[config.mk]
export PLATFORM = sky130hd
export DESIGN_NAME = lfu_cache_lru_tiebreak
export DESIGN_NICKNAME = d
export VERILOG_FILES = /design/src/hw/rtl/lfu_pkg.sv /design/src/hw/rtl/lfu_cell.sv /design/src/hw/rtl/lfu_cache_lru_tiebreak.sv
export SDC_FILE = /design/constraint.sdc
export NUM_CORES = 2
export LEC_CHECK = 0
export BUFFER_PORTS_ARGS = -buffer_cell sky130_fd_sc_hd__buf_2
export CAP_MARGIN = 0
export CORE_MARGIN = 4
export CORE_UTILIZATION = 40
export DETAILED_ROUTE_END_ITERATION = 10
export GPL_TIMING_DRIVEN = 0
export PLACE_DENSITY = 0.57
export SKIP_LAST_GASP = 1
export SYNTH_ARGS = -nofsm -noshare
export SYNTH_HDL_FRONTEND = slang
export SYNTH_SLANG_ARGS = --single-unit
[constraint.sdc]
create_clock -name i_clk -period 6.25 [get_ports i_clk]
set_clock_uncertainty 0.1 [all_clocks]
set_input_delay 0 -clock i_clk [delete_from_list [all_inputs] [get_ports i_clk]]
set_output_delay 0 -clock i_clk [all_outputs]
set_load 0.05 [all_outputs]
[src/hw/rtl/lfu_pkg.sv]
package lfu_pkg;

    localparam int MAX_ENTRIES = 16;
    localparam int KEY_BITS    = 14;
    localparam int COUNT_BITS  = 16;
    localparam int VALUE_BITS  = 32;
    localparam int CAP_BITS    = 5;
    localparam int CAP_RESET   = 16;

    localparam int IDX_W = (MAX_ENTRIES > 1) ? $clog2(MAX_ENTRIES) : 1;
    localparam int OCC_W = $clog2(MAX_ENTRIES + 1);

    typedef enum logic [1:0] {
        UPD_NONE   = 2'd0,
        UPD_TOUCH  = 2'd1,
        UPD_INSERT = 2'd2
    } t_upd_op;

    typedef struct packed {
        logic                         kind;
        logic [KEY_BITS-1:0]          key;
        logic signed [VALUE_BITS-1:0] value;
    } t_in_word;

    typedef struct packed {
        logic                         hit;
        logic signed [VALUE_BITS-1:0] read_value;
        logic                         evicted;
        logic [KEY_BITS-1:0]          evicted_key;
    } t_out_word;

    // Running result passed from cell to cell.
    typedef struct packed {
        logic                         match_found;
        logic [IDX_W-1:0]             match_idx;
        logic [IDX_W-1:0]             match_rank;
        logic signed [VALUE_BITS-1:0] match_value;
        logic                         free_found;
        logic [IDX_W-1:0]             free_idx;
        logic                         vic_found;
        logic [IDX_W-1:0]             vic_idx;
        logic [COUNT_BITS-1:0]        vic_cnt;
        logic [IDX_W-1:0]             vic_rank;
        logic [KEY_BITS-1:0]          vic_key;
    } t_carry;

    // Update broadcast to all cells on commit.
    typedef struct packed {
        t_upd_op                      op;
        logic [IDX_W-1:0]             idx;
        logic [IDX_W-1:0]             rank;
        logic                         wr_value;
        logic                         evict;
        logic [IDX_W-1:0]             vic_idx;
        logic [KEY_BITS-1:0]          key;
        logic signed [VALUE_BITS-1:0] value;
    } t_upd;

endpackage

[src/hw/rtl/lfu_cell.sv]
module lfu_cell #(
    parameter int CELL_IDX = 0
) (
    input  logic                             i_clk,
    input  logic                             i_rst_n,
    input  logic [lfu_pkg::KEY_BITS-1:0]     i_key,
    input  lfu_pkg::t_carry                  i_carry,
    output lfu_pkg::t_carry                  o_carry,
    input  lfu_pkg::t_upd                    i_upd
);

    localparam logic [lfu_pkg::IDX_W-1:0] MY = lfu_pkg::IDX_W'(CELL_IDX);

    logic                                    r_valid;
    logic [lfu_pkg::KEY_BITS-1:0]            r_key;
    logic signed [lfu_pkg::VALUE_BITS-1:0]   r_value;
    logic [lfu_pkg::COUNT_BITS-1:0]          r_cnt;
    logic [lfu_pkg::IDX_W-1:0]               r_rank;
    lfu_pkg::t_carry                         r_carry;
    lfu_pkg::t_carry                         n_carry;

    always_comb begin
        n_carry = i_carry;
        if (!i_carry.match_found && r_valid && r_key == i_key) begin
            n_carry.match_found = 1'b1;
            n_carry.match_idx   = MY;
            n_carry.match_rank  = r_rank;
            n_carry.match_value = r_value;
        end
        if (!i_carry.free_found && !r_valid) begin
            n_carry.free_found = 1'b1;
            n_carry.free_idx   = MY;
        end
        // lowest count wins, oldest rank on a tie
        if (r_valid && (!i_carry.vic_found || r_cnt < i_carry.vic_cnt ||
                        (r_cnt == i_carry.vic_cnt && r_rank > i_carry.vic_rank))) begin
            n_carry.vic_found = 1'b1;
            n_carry.vic_idx   = MY;
            n_carry.vic_cnt   = r_cnt;
            n_carry.vic_rank  = r_rank;
            n_carry.vic_key   = r_key;
        end
    end

    always_ff @(posedge i_clk) begin
        if (!i_rst_n) begin
            r_carry <= '0;
        end else begin
            r_carry <= n_carry;
        end
    end

    assign o_carry = r_carry;

    always_ff @(posedge i_clk) begin
        if (!i_rst_n) begin
            r_valid <= 1'b0;
        end else begin
            unique case (i_upd.op)
                lfu_pkg::UPD_INSERT: begin
                    if (i_upd.idx == MY) begin
                        r_valid <= 1'b1;
                    end else if (i_upd.evict && i_upd.vic_idx == MY) begin
                        r_valid <= 1'b0;
                    end
                end
                default: begin
                end
            endcase
        end
    end

    always_ff @(posedge i_clk) begin
        unique case (i_upd.op)
            lfu_pkg::UPD_TOUCH: begin
                if (i_upd.idx == MY) begin
                    r_rank <= '0;
                    if (r_cnt != '1) begin
                        r_cnt <= r_cnt + 1'b1;
                    end
                    if (i_upd.wr_value) begin
                        r_value <= i_upd.value;
                    end
                end else if (r_valid && r_rank < i_upd.rank) begin
                    r_rank <= r_rank + 1'b1;
                end
            end
            lfu_pkg::UPD_INSERT: begin
                if (i_upd.idx == MY) begin
                    r_key   <= i_upd.key;
                    r_value <= i_upd.value;
                    r_cnt   <= lfu_pkg::COUNT_BITS'(1);
                    r_rank  <= '0;
                end else if (r_valid && !(i_upd.evict && i_upd.vic_idx == MY)) begin
                    // remove-then-age nets to no change above the victim rank
                    if (!(i_upd.evict && r_rank > i_upd.rank)) begin
                        r_rank <= r_rank + 1'b1;
                    end
                end
            end
            default: begin
            end
        endcase
    end

endmodule

[src/hw/rtl/lfu_cache_lru_tiebreak.sv]
// LFU cache with LRU tie break. Holds up to 16 key/value entries in a row of
// slot cells. Each word on the input channel is a get (kind 0) or put (kind 1)
// and yields exactly one result word: hit, read value on a get hit, and the
// evicted key when a put on a new key had to make room. Eviction takes the
// entry with the lowest use count, and among equal counts the least recently
// used. Counts saturate at all ones. The capacity register (reset 16, values
// above 16 act as 16, zero makes puts no-ops) is written through the cfg
// channel; the user must write it only while the cache is idle, as the block
// itself does not enforce this. Between accept and result, the probe key is
// broadcast to the cells, and the match, lowest-free and victim results
// ripple one cell per cycle through registers along the 16-cell chain, then
// the commit state updates the cells and loads the output register. The next
// word is taken the cycle after commit; a stalled result that is still
// waiting holds the commit. The output register frees the input side, so a
// new word is taken while a result still waits.
module lfu_cache_lru_tiebreak (
    input  logic                             i_clk,
    input  logic                             i_rst_n,
    input  logic                             i_in_valid,
    output logic                             o_in_stall,
    input  lfu_pkg::t_in_word                i_in_word,
    output logic                             o_out_valid,
    input  logic                             i_out_stall,
    output lfu_pkg::t_out_word               o_out_word,
    input  logic                             i_cfg_valid,
    output logic                             o_cfg_ready,
    input  logic [lfu_pkg::CAP_BITS-1:0]     i_cfg_data
);

    localparam int N     = lfu_pkg::MAX_ENTRIES;
    localparam int IDX_W = lfu_pkg::IDX_W;
    localparam int OCC_W = lfu_pkg::OCC_W;

    typedef enum logic [2:0] {
        ST_IDLE   = 3'b001,
        ST_SCAN   = 3'b010,
        ST_COMMIT = 3'b100
    } t_state;

    t_state                              r_state;
    t_state                              n_state;
    logic [IDX_W-1:0]                    r_scan;
    logic [lfu_pkg::CAP_BITS-1:0]        r_cap;
    logic [OCC_W-1:0]                    r_occ;
    logic [OCC_W-1:0]                    n_occ;
    lfu_pkg::t_in_word                   r_item;
    logic                                r_ovalid;
    lfu_pkg::t_out_word                  r_oword;
    lfu_pkg::t_out_word                  n_oword;
    lfu_pkg::t_upd                       n_upd;

    lfu_pkg::t_carry                     w_carry [N+1];
    lfu_pkg::t_carry                     w_res;

    logic                                in_fire;
    logic                                commit_fire;
    logic                                cap_zero;
    logic [OCC_W-1:0]                    cap_eff;
    logic                                is_put;
    logic                                do_evict;
    logic                                do_insert;
    logic [IDX_W-1:0]                    ins_idx;

    assign in_fire     = i_in_valid && (r_state == ST_IDLE);
    assign o_in_stall  = (r_state != ST_IDLE);
    assign o_cfg_ready = 1'b1;
    assign commit_fire = (r_state == ST_COMMIT) && (!r_ovalid || !i_out_stall);

    // ---- cell chain: cell i's carry register holds results over slots 0..i
    assign w_carry[0] = '0;

    for (genvar g = 0; g < N; g++) begin : g_cell
        lfu_cell #(
            .CELL_IDX (g)
        ) u_cell (
            .i_clk   (i_clk),
            .i_rst_n (i_rst_n),
            .i_key   (r_item.key),
            .i_carry (w_carry[g]),
            .o_carry (w_carry[g+1]),
            .i_upd   (n_upd)
        );
    end

    assign w_res = w_carry[N];

    // ---- sequencer
    always_comb begin
        n_state = r_state;
        unique case (r_state)
            ST_IDLE: begin
                if (in_fire) begin
                    n_state = ST_SCAN;
                end
            end
            ST_SCAN: begin
                if (r_scan == IDX_W'(N - 1)) begin
                    n_state = ST_COMMIT;
                end
            end
            ST_COMMIT: begin
                if (commit_fire) begin
                    n_state = ST_IDLE;
                end
            end
            default: n_state = ST_IDLE;
        endcase
    end

    always_ff @(posedge i_clk) begin
        if (!i_rst_n) begin
            r_state <= ST_IDLE;
            r_scan  <= '0;
        end else begin
            r_state <= n_state;
            if (r_state == ST_SCAN) begin
                r_scan <= r_scan + 1'b1;
            end else begin
                r_scan <= '0;
            end
        end
    end

    always_ff @(posedge i_clk) begin
        if (in_fire) begin
            r_item <= i_in_word;
        end
    end

    // ---- commit decision
    assign cap_zero = (r_cap == '0);
    assign cap_eff  = (32'(r_cap) > 32'(N)) ? OCC_W'(N) : OCC_W'(r_cap);
    assign is_put   = r_item.kind;
    assign do_evict = is_put && !cap_zero && !w_res.match_found &&
                      (r_occ >= cap_eff) && w_res.vic_found;
    // victim's slot is free once it goes; lowest-numbered free slot wins
    assign ins_idx  = (do_evict && !(w_res.free_found && w_res.free_idx < w_res.vic_idx))
                      ? w_res.vic_idx : w_res.free_idx;
    assign do_insert = is_put && !cap_zero && !w_res.match_found &&
                       (do_evict || w_res.free_found);

    always_comb begin
        n_upd          = '0;
        n_upd.op       = lfu_pkg::UPD_NONE;
        n_upd.key      = r_item.key;
        n_upd.value    = r_item.value;
        n_upd.vic_idx  = w_res.vic_idx;
        if (commit_fire) begin
            if (w_res.match_found && (!is_put || !cap_zero)) begin
                n_upd.op       = lfu_pkg::UPD_TOUCH;
                n_upd.idx      = w_res.match_idx;
                n_upd.rank     = w_res.match_rank;
                n_upd.wr_value = is_put;
            end else if (do_insert) begin
                n_upd.op    = lfu_pkg::UPD_INSERT;
                n_upd.idx   = ins_idx;
                n_upd.evict = do_evict;
                n_upd.rank  = w_res.vic_rank;
            end
        end
    end

    always_comb begin
        n_oword             = '0;
        n_oword.hit         = w_res.match_found;
        n_oword.read_value  = (!is_put && w_res.match_found) ? w_res.match_value : '0;
        n_oword.evicted     = do_evict;
        n_oword.evicted_key = do_evict ? w_res.vic_key : '0;
    end

    always_comb begin
        n_occ = r_occ;
        if (do_insert && !do_evict) begin
            n_occ = r_occ + 1'b1;
        end
    end

    // ---- occupancy, capacity, output register
    always_ff @(posedge i_clk) begin
        if (!i_rst_n) begin
            r_occ    <= '0;
            r_cap    <= lfu_pkg::CAP_BITS'(lfu_pkg::CAP_RESET);
            r_ovalid <= 1'b0;
        end else begin
            if (commit_fire) begin
                r_occ <= n_occ;
            end
            if (i_cfg_valid && o_cfg_ready) begin
                r_cap <= i_cfg_data;
            end
            if (commit_fire) begin
                r_ovalid <= 1'b1;
            end else if (!i_out_stall) begin
                r_ovalid <= 1'b0;
            end
        end
    end

    always_ff @(posedge i_clk) begin
        if (commit_fire) begin
            r_oword <= n_oword;
        end
    end

    assign o_out_valid = r_ovalid;
    assign o_out_word  = r_oword;

endmodule

# Word-level counts from Yosys, hierarchy flattened

Cells that the tools add are included.

Input port bits: 57
Logic and storage cells: 1312
Register bits after elaboration: 2529

Equality and inequality tests: 185
$lt $le $gt $ge: 65
Multiplexer cells: 303
Bitwise gates (word level): 1
Reductions and logical operators: 415
Add/subtract/negate cells: 34

Operator list:

| cell                    | number |
|---|---|
| $mux W32                | 33 |
| $pmux W32 S2            | 16 |
| $mux W16                | 48 |
| $mux W41                | 16 |
| $mux W39                | 16 |
| $pmux W16 S2            | 16 |
| $mux W4                 | 81 |
| $add A16 B1 Y16 const B | 16 |
| $ne A16 B16 Y1 const B  | 16 |
| $eq A16 B16 Y1          | 15 |
| $lt A16 B16 Y1          | 15 |
| $eq A14 B14 Y1          | 16 |
| $reduce_and A4 Y1       | 48 |
| $logic_and A1 B1 Y1     | 152 |
| $pmux W4 S2             | 16 |
| $gt A4 B4 Y1            | 31 |
| $ne A2 B1 Y1 const B    | 50 |
| $ne A3 B1 Y1 const B    | 33 |
| $mux W5                 | 17 |
| $reduce_or A2 Y1        | 42 |
| $logic_not A1 Y1        | 83 |
| $reduce_and A2 Y1       | 36 |
| $add A4 B1 Y4 const B   | 17 |
| $eq A4 B4 Y1 const B    | 17 |
| 25 further kinds        | 157 |

# Longest topological paths before layout

Depth in word-level cells: 17
Depth in mapped cells: 18
Depth with buffers taken out: 17

# By module

From an unflattened synthesis, not the netlist that was laid out.

Cells, all modules: 9262
Area total of the unflattened synthesis: 106781.2 um2

By module, submodules not included:

| module                            | cells an instance | area each (um2) | times used |
|---|---|---|---|
| lfu_cell at g_cell[10].u_cell ... | 560               | 6416.2          | 3 |
| lfu_cell at g_cell[11].u_cell ... | 567               | 6409.9          | 2 |
| lfu_cell at g_cell[1].u_cell ...  | 560               | 6386.1          | 2 |
| lfu_cell at g_cell[14].u_cell     | 562               | 6413.7          | 1 |
| lfu_cell at g_cell[13].u_cell     | 567               | 6408.6          | 1 |
| lfu_cell at g_cell[15].u_cell     | 560               | 6406.1          | 1 |
| lfu_cell at g_cell[8].u_cell      | 555               | 6398.6          | 1 |
| lfu_cell at g_cell[12].u_cell     | 561               | 6397.4          | 1 |
| lfu_cell at g_cell[9].u_cell      | 554               | 6396.1          | 1 |
| lfu_cell at g_cell[3].u_cell      | 560               | 6387.4          | 1 |
| lfu_cell at g_cell[4].u_cell      | 560               | 6383.6          | 1 |
| lfu_cell at g_cell[0].u_cell      | 551               | 6373.6          | 1 |
| lfu_cache_lru_tiebreak            | 298               | 4375.4          | 1 |

# Worst setup path after synthesis

Ideal clock, no wire load.

Kind: register -> register
Start point: register r_state[2]
End point: register g_cell[1].u_cell.r_value[0] in the netlist's numbering (enable)
Required time: 5.689 ns
Cell stages (with the launch flop): 12
Setup time: 0.461 ns
Arrival time: 5.842 ns
Path buffers: 2
Period minus slack after synthesis: 6.403 ns
Path slack: -0.153 ns
Cells stage by stage: dfxtp_1 or3b_1 a21oi_2 and2_4 nand2_8 inv_1 buf_6 ha_1 clkbuf_1 nor2_1 a21o_1 nor3_1

Cells in the longest elaborated chain, start to end: 6
Elaborated cells on any way between the ends: 11

RTL lines:

| item                                                                | line                           | source |
|---|---|---|
| start, declared                                                     | lfu_cache_lru_tiebreak.sv:40   | `t_state r_state;` |
| start signal, assigned                                              | lfu_cache_lru_tiebreak.sv:115  | `r_state <= n_state;` |
| $eq A3 B3 Y1 (*)                                                    | lfu_cache_lru_tiebreak.sv:67   | `assign commit_fire = (r_state == ST_COMMIT) && (!r_ovalid \|\| !i_out_stall);` |
| $logic_and A1 B1 Y1 (*)                                             | lfu_cache_lru_tiebreak.sv:67   |  |
| net commit_fire                                                     | lfu_cache_lru_tiebreak.sv:56   | `logic commit_fire;` |
| $mux W12 (*)                                                        | lfu_cache_lru_tiebreak.sv:148  | `if (commit_fire) begin` |
| $eq A4 B1 Y1 (tied with other cells)                                | lfu_cell.sv:76, lfu_cell.sv:89 |  |
| $ne A2 B1 Y1 (no source line) or $reduce_bool A2 Y1 (tied branches) | -                              |  |
| $reduce_and A4 Y1 (no source line) (*)                              | -                              |  |
| end signal, assigned                                                | lfu_cell.sv:82                 | `r_value <= i_upd.value;` |
| end signal, assigned                                                | lfu_cell.sv:91                 | `r_value <= i_upd.value;` |
| end, declared                                                       | lfu_cell.sv:16                 | `logic signed [lfu_pkg::VALUE_BITS-1:0] r_value;` |

The timed path passes the listed nets; every way through them passes the cells marked *.
A chain may end at the register's enable or synchronous reset.

# Worst setup path in the final report

Start point: register r_state[2]
End point: register g_cell[15].u_cell.r_key[7] in the netlist's numbering (enable)

Cells in the longest elaborated chain, start to end: 5
Elaborated cells on any way between the ends: 6

RTL lines:

| item                                         | line                           | source |
|---|---|---|
| $eq A3 B3 Y1 (*)                             | lfu_cache_lru_tiebreak.sv:67   |  |
| $logic_and A1 B1 Y1 (*)                      | lfu_cache_lru_tiebreak.sv:67   |  |
| net commit_fire                              | lfu_cache_lru_tiebreak.sv:56   |  |
| $mux W12 (*)                                 | lfu_cache_lru_tiebreak.sv:148  |  |
| $eq A4 B4 Y1 or $eq A2 B2 Y1 (tied branches) | lfu_cell.sv:89, lfu_cell.sv:74 |  |
| $reduce_and A2 Y1 (no source line) (*)       | -                              |  |
| end signal, assigned                         | lfu_cell.sv:90                 | `r_key <= i_upd.key;` |
| end, declared                                | lfu_cell.sv:15                 | `logic [lfu_pkg::KEY_BITS-1:0] r_key;` |

Marked as above.

==> load_flow_metrics.sql <==
INSERT INTO impl_metrics (metric_group, metric, value, unit) VALUES
('run_status', 'outcome', 'finished, violations left', ''),
('run_status', 'failing_checks', 'max-capacitance violations, max-slew violations', ''),
('clock_tree', 'cts_post_setup_buffers_inserted', '0', ''),
('routing', 'postRouteWirelength', '322000', 'um'),
('clock_tree', 'clk_latency', '930', 'ps'),
('yosys', 'synthTopCellsByCount', '1,333 x sky130_fd_sc_hd__dfxtp_1, 1,151 x sky130_fd_sc_hd__edfxtp_1, 1,051 x sky130_fd_sc_hd__nor2_1', ''),
('placed_design', 'place.gp.congestion', '0.976', ''),
('finish', 'multi_input_combinational_cell_area', '34700', 'um^2'),
('timing', 'tightest_slew', '1570', 'ps'),
('global_routing', 'first_global_vias', '68600', ''),
('yosys', 'synth.net_count', '9361', ''),
('routing', 'dr_total_vias', '68900', ''),
('finish', 'fillers', '22800', ''),
('placed_design', 'dp.final_hpwl', '242000', 'um'),
('critical_path', 'critical_path_class', 'reg -> reg', ''),
('pwr', 'clkPwrFrac', '48.2', '%'),
('finish', 'register_area', '61200', 'um^2'),
('critical_path', 'worst_setup_path_end_kind', 'register', ''),
('global_routing', 'grt_antenna_before_repair', '14', ''),
('clock_tree', 'htree_num_levels', '5', ''),
('floorplanning', 'die_area', '256000', 'um^2'),
('timing', 'fin_hold_viols', '0', ''),
('routing', 'first_pass_iters', '8', ''),
('timing', 'grt_setup_unrepaired', 'yes', ''),
('placed_design', 'placed_cells', '12300', ''),
('routing', 'ant_nets', '0', ''),
('pwr', 'power_density_relative_to_cell_area', '301', 'nW/um^2'),
('global_routing', 'global_route_wire_length_before_repair', '464000', 'um'),
('yosys', 'async_reset_ff_share', '0', '%'),
('hold_path', 'hp-start', 'i_out_stall', ''),
('floorplanning', 'ios', '108', ''),
('timing', 'timing.final.max_slew_violations', '38', ''),
('pwr', 'pwr-share-comb', '2.3', '%'),
('timing', 'maxClockFrequency', '162', 'MHz'),
('pwr', 'pwr-share-seq', '49.6', '%'),
('finish', 'final_std_cells_w_o_fill', '13000', ''),
('floorplanning', 'die_w', '506', 'um'),
('global_routing', 'residual_overflow_from_global_routing', '0', ''),
('floorplanning', 'y_dimension_of_the_die', '506', 'um'),
('global_routing', 'grt_max_degree', '33', ''),
('timing', 'setup_viol_count_final', '0', ''),
('hold_path', 'timing.hold.worst.class', 'in -> reg', ''),
('yosys', 'synthesis.area_per_instance', '11.1', 'um^2'),
('yosys', 'synth_top_cells_by_area', 'sky130_fd_sc_hd__edfxtp_1 35%, sky130_fd_sc_hd__dfxtp_1 27%, sky130_fd_sc_hd__mux2i_1 5.2%', ''),
('critical_path', 'r2r_end', 'g_cell[15].u_cell.r_key[7]', ''),
('pwr', 'p_switching', '7.36', 'mW'),
('critical_path', 'worstPathMaxFanout', '24', ''),
('routing', 'drt_via_density', '5.31', ''),
('yosys', 'yosysMostFrequentCell', 'sky130_fd_sc_hd__dfxtp_1', ''),
('flow_run', 'maxCapViolCount', '5', ''),
('timing', 'final_period_minus_worst_setup_slack', '6190', 'ps'),
('pwr', 'power.switching_fraction', '21.2', '%'),
('hold_path', 'hold_end', 'o_out_word[46]', ''),
('finish', 'fin_nets', '9909', ''),
('yosys', 'ys_ff_latch', '2484', ''),
('critical_path', 'critPathRequiredTime', '6680', 'ps'),
('pwr', 'power_leakage', '41.0', 'nW'),
('yosys', 'share_of_the_yosys_chip_area_belonging_to_registers', '61.8', '%'),
('yosys', 'synthFlopType', 'sky130_fd_sc_hd__dfxtp_1', ''),
('clock_tree', 'cts_root_buf', 'sky130_fd_sc_hd__clkbuf_16', ''),
('critical_path', 'setup.reg_to_reg.worst_slack', '60', 'ps'),
('floorplanning', 'floorplan.initialDensity', '40.3', '%'),
('critical_path', 'timing.rr.start', 'r_state[2]', ''),
('yosys', 'synthDominantAreaCellType', 'sky130_fd_sc_hd__edfxtp_1', ''),
('clock_tree', 'tritoncts', 'built', ''),
('timing', 'maxSlewHeadroom', '-4.36', '%'),
('clock_tree', 'clock_path_buffers', '4', ''),
('clock_tree', 'clock-sinks', '2484', ''),
('routing', 'drc', '0', ''),
('pwr', 'vdd_ir_drop_max', '0.331', 'mV'),
('pwr', 'power.internal', '27.3', 'mW');
flip-flops by register name, indices dropped and copies added, names as in the netlist, 16 cells and up:
| name | cells |
|---|---|
| g_cell.u_cell.r_key | 224 |
| g_cell.u_cell.r_valid | 16 |
| g_cell.u_cell.r_cnt | 256 |
| g_cell.u_cell.r_rank | 64 |
| g_cell.u_cell.o_carry | 1299 |
| o_out_word | 48 |
| n_upd | 46 |
| g_cell.u_cell.r_value | 512 |
per-stage QoR:
stage	hold WS [ps]	power [mW]	instance area, um^2	worst slack, ps	setup TNS, ps
6_report	55.1	34.7	115000	63.0	0
5_1_grt	61.9	35.7	115000	-110	-2300
4_1_cts	11.5	35.0	115000	-32.3	-110
3_5_place_dp	78.1	18.3	105000	-965	-204010
3_3_place_gp	76.2	18.3	104000	-4530	-2761810
2_1_floorplan	-1.13	17.8	99200	-153	-29230
kinds of logic after synthesis:
logic type                 share of synthesized area, %
adders and majority gates                          5.15
muxes                                              5.20
and+or+nand+nor                                    14.4
buffers and inverters                              3.44
AOI/OAI and AO/OA                                  5.98
DFF                                                61.8
xor gates and xnor gates                           4.11
other                                           0.00378
layer usage:
layer	up-vias	wire [um]	global-route usage [%]
li1	32000	-	-
met1	33800	134000	31.9
met2	2406	149000	40.3
met3	692	21600	4.08
met4	6	16900	11.3
met5	-	45	0
placed cells by master (no fill, tap or decap), types with 40 or more instances in the layout:
cell type / synthesis / final
sky130_fd_sc_hd__dfxtp_1: 1333 / 1333
sky130_fd_sc_hd__edfxtp_1: 1151 / 1151
sky130_fd_sc_hd__nor2_1: 1051 / 1033
sky130_fd_sc_hd__nand2_1: 729 / 729
sky130_fd_sc_hd__nand3_1: 648 / 648
sky130_fd_sc_hd__o21ai_0: 564 / 564
sky130_fd_sc_hd__mux2i_1: 514 / 514
sky130_fd_sc_hd__ha_1: 408 / 407
sky130_fd_sc_hd__clkbuf_1: 350 / 404
sky130_fd_sc_hd__inv_1: 382 / 381
sky130_fd_sc_hd__clkbuf_16: 0 / 300
sky130_fd_sc_hd__xor2_1: 260 / 260
sky130_fd_sc_hd__a21oi_1: 229 / 229
sky130_fd_sc_hd__xnor2_1: 206 / 206
sky130_fd_sc_hd__buf_2: 85 / 196
sky130_fd_sc_hd__and3_1: 152 / 148
sky130_fd_sc_hd__nand4_1: 147 / 147
sky130_fd_sc_hd__dlygate4sd3_1: 0 / 120
sky130_fd_sc_hd__and2_1: 113 / 113
sky130_fd_sc_hd__nor2b_1: 72 / 72
sky130_fd_sc_hd__buf_1: 51 / 44
sky130_fd_sc_hd__nor3_1: 50 / 42
sky130_fd_sc_hd__o31ai_1: 44 / 42
sky130_fd_sc_hd__o21a_1: 40 / 40
critical path, cell delays in order, from the launching register on:
cell and delay, ps:
sky130_fd_sc_hd__dfxtp_1 390, sky130_fd_sc_hd__or3b_1 440, sky130_fd_sc_hd__a21oi_4 720, sky130_fd_sc_hd__and2_4 350
sky130_fd_sc_hd__nand2_8 100, sky130_fd_sc_hd__inv_1 140, sky130_fd_sc_hd__buf_6 180, sky130_fd_sc_hd__ha_1 210
sky130_fd_sc_hd__clkbuf_1 400, sky130_fd_sc_hd__clkbuf_1 670, sky130_fd_sc_hd__buf_2 790, sky130_fd_sc_hd__nand2_1 570
sky130_fd_sc_hd__nor2_2 710
power groups by stage:
stage               Sequential, mW  Combinational [mW]  Clock [mW]
global placement              17.6               0.694           0
global route                  17.2               0.816        17.6
CTS                           17.2               0.769        17.0
floorplan                     17.4               0.366           0
finish                        17.2               0.782        16.7
detailed placement            17.6               0.708           0
how the worst max path moves through the flow:
stage | startpoint | end | cells after the start
2_1_floorplan | r_state[2] | g_cell[1].u_cell.r_value[0] | 11
3_3_place_gp | r_state[0] | g_cell[1].u_cell.r_value[17] | 9
3_5_place_dp | r_state[2] | g_cell[7].u_cell.r_cnt[5] | 10
4_1_cts | r_state[2] | g_cell[14].u_cell.r_rank[3] | 14
5_1_grt | r_state[0] | g_cell[15].u_cell.r_key[7] | 12
6_report | r_state[2] | g_cell[15].u_cell.r_key[7] | 12
cell type report:
type | count | share of cell area (%)
flip-flops and latches | 2484 | 53.2
clock buffers | 403 | 7.18
inverters | 383 | 1.25
repair buffers | 261 | 1.92
clock inverters | 96 | 0.924
multi-input cells | 5538 | 30.2
plain buffers | 490 | 1.73
diodes | 9 | 0.0196
well taps | 3312 | 3.60
timing repair:
item | CTS | global route
setup endpoints to repair | 620 | 137
resized for setup | 7 | 10
hold buffers | 120 | 0
hold endpoints to repair | 156 | 0
cloned | 0 | 0
(Power assumes the default switching activity.)
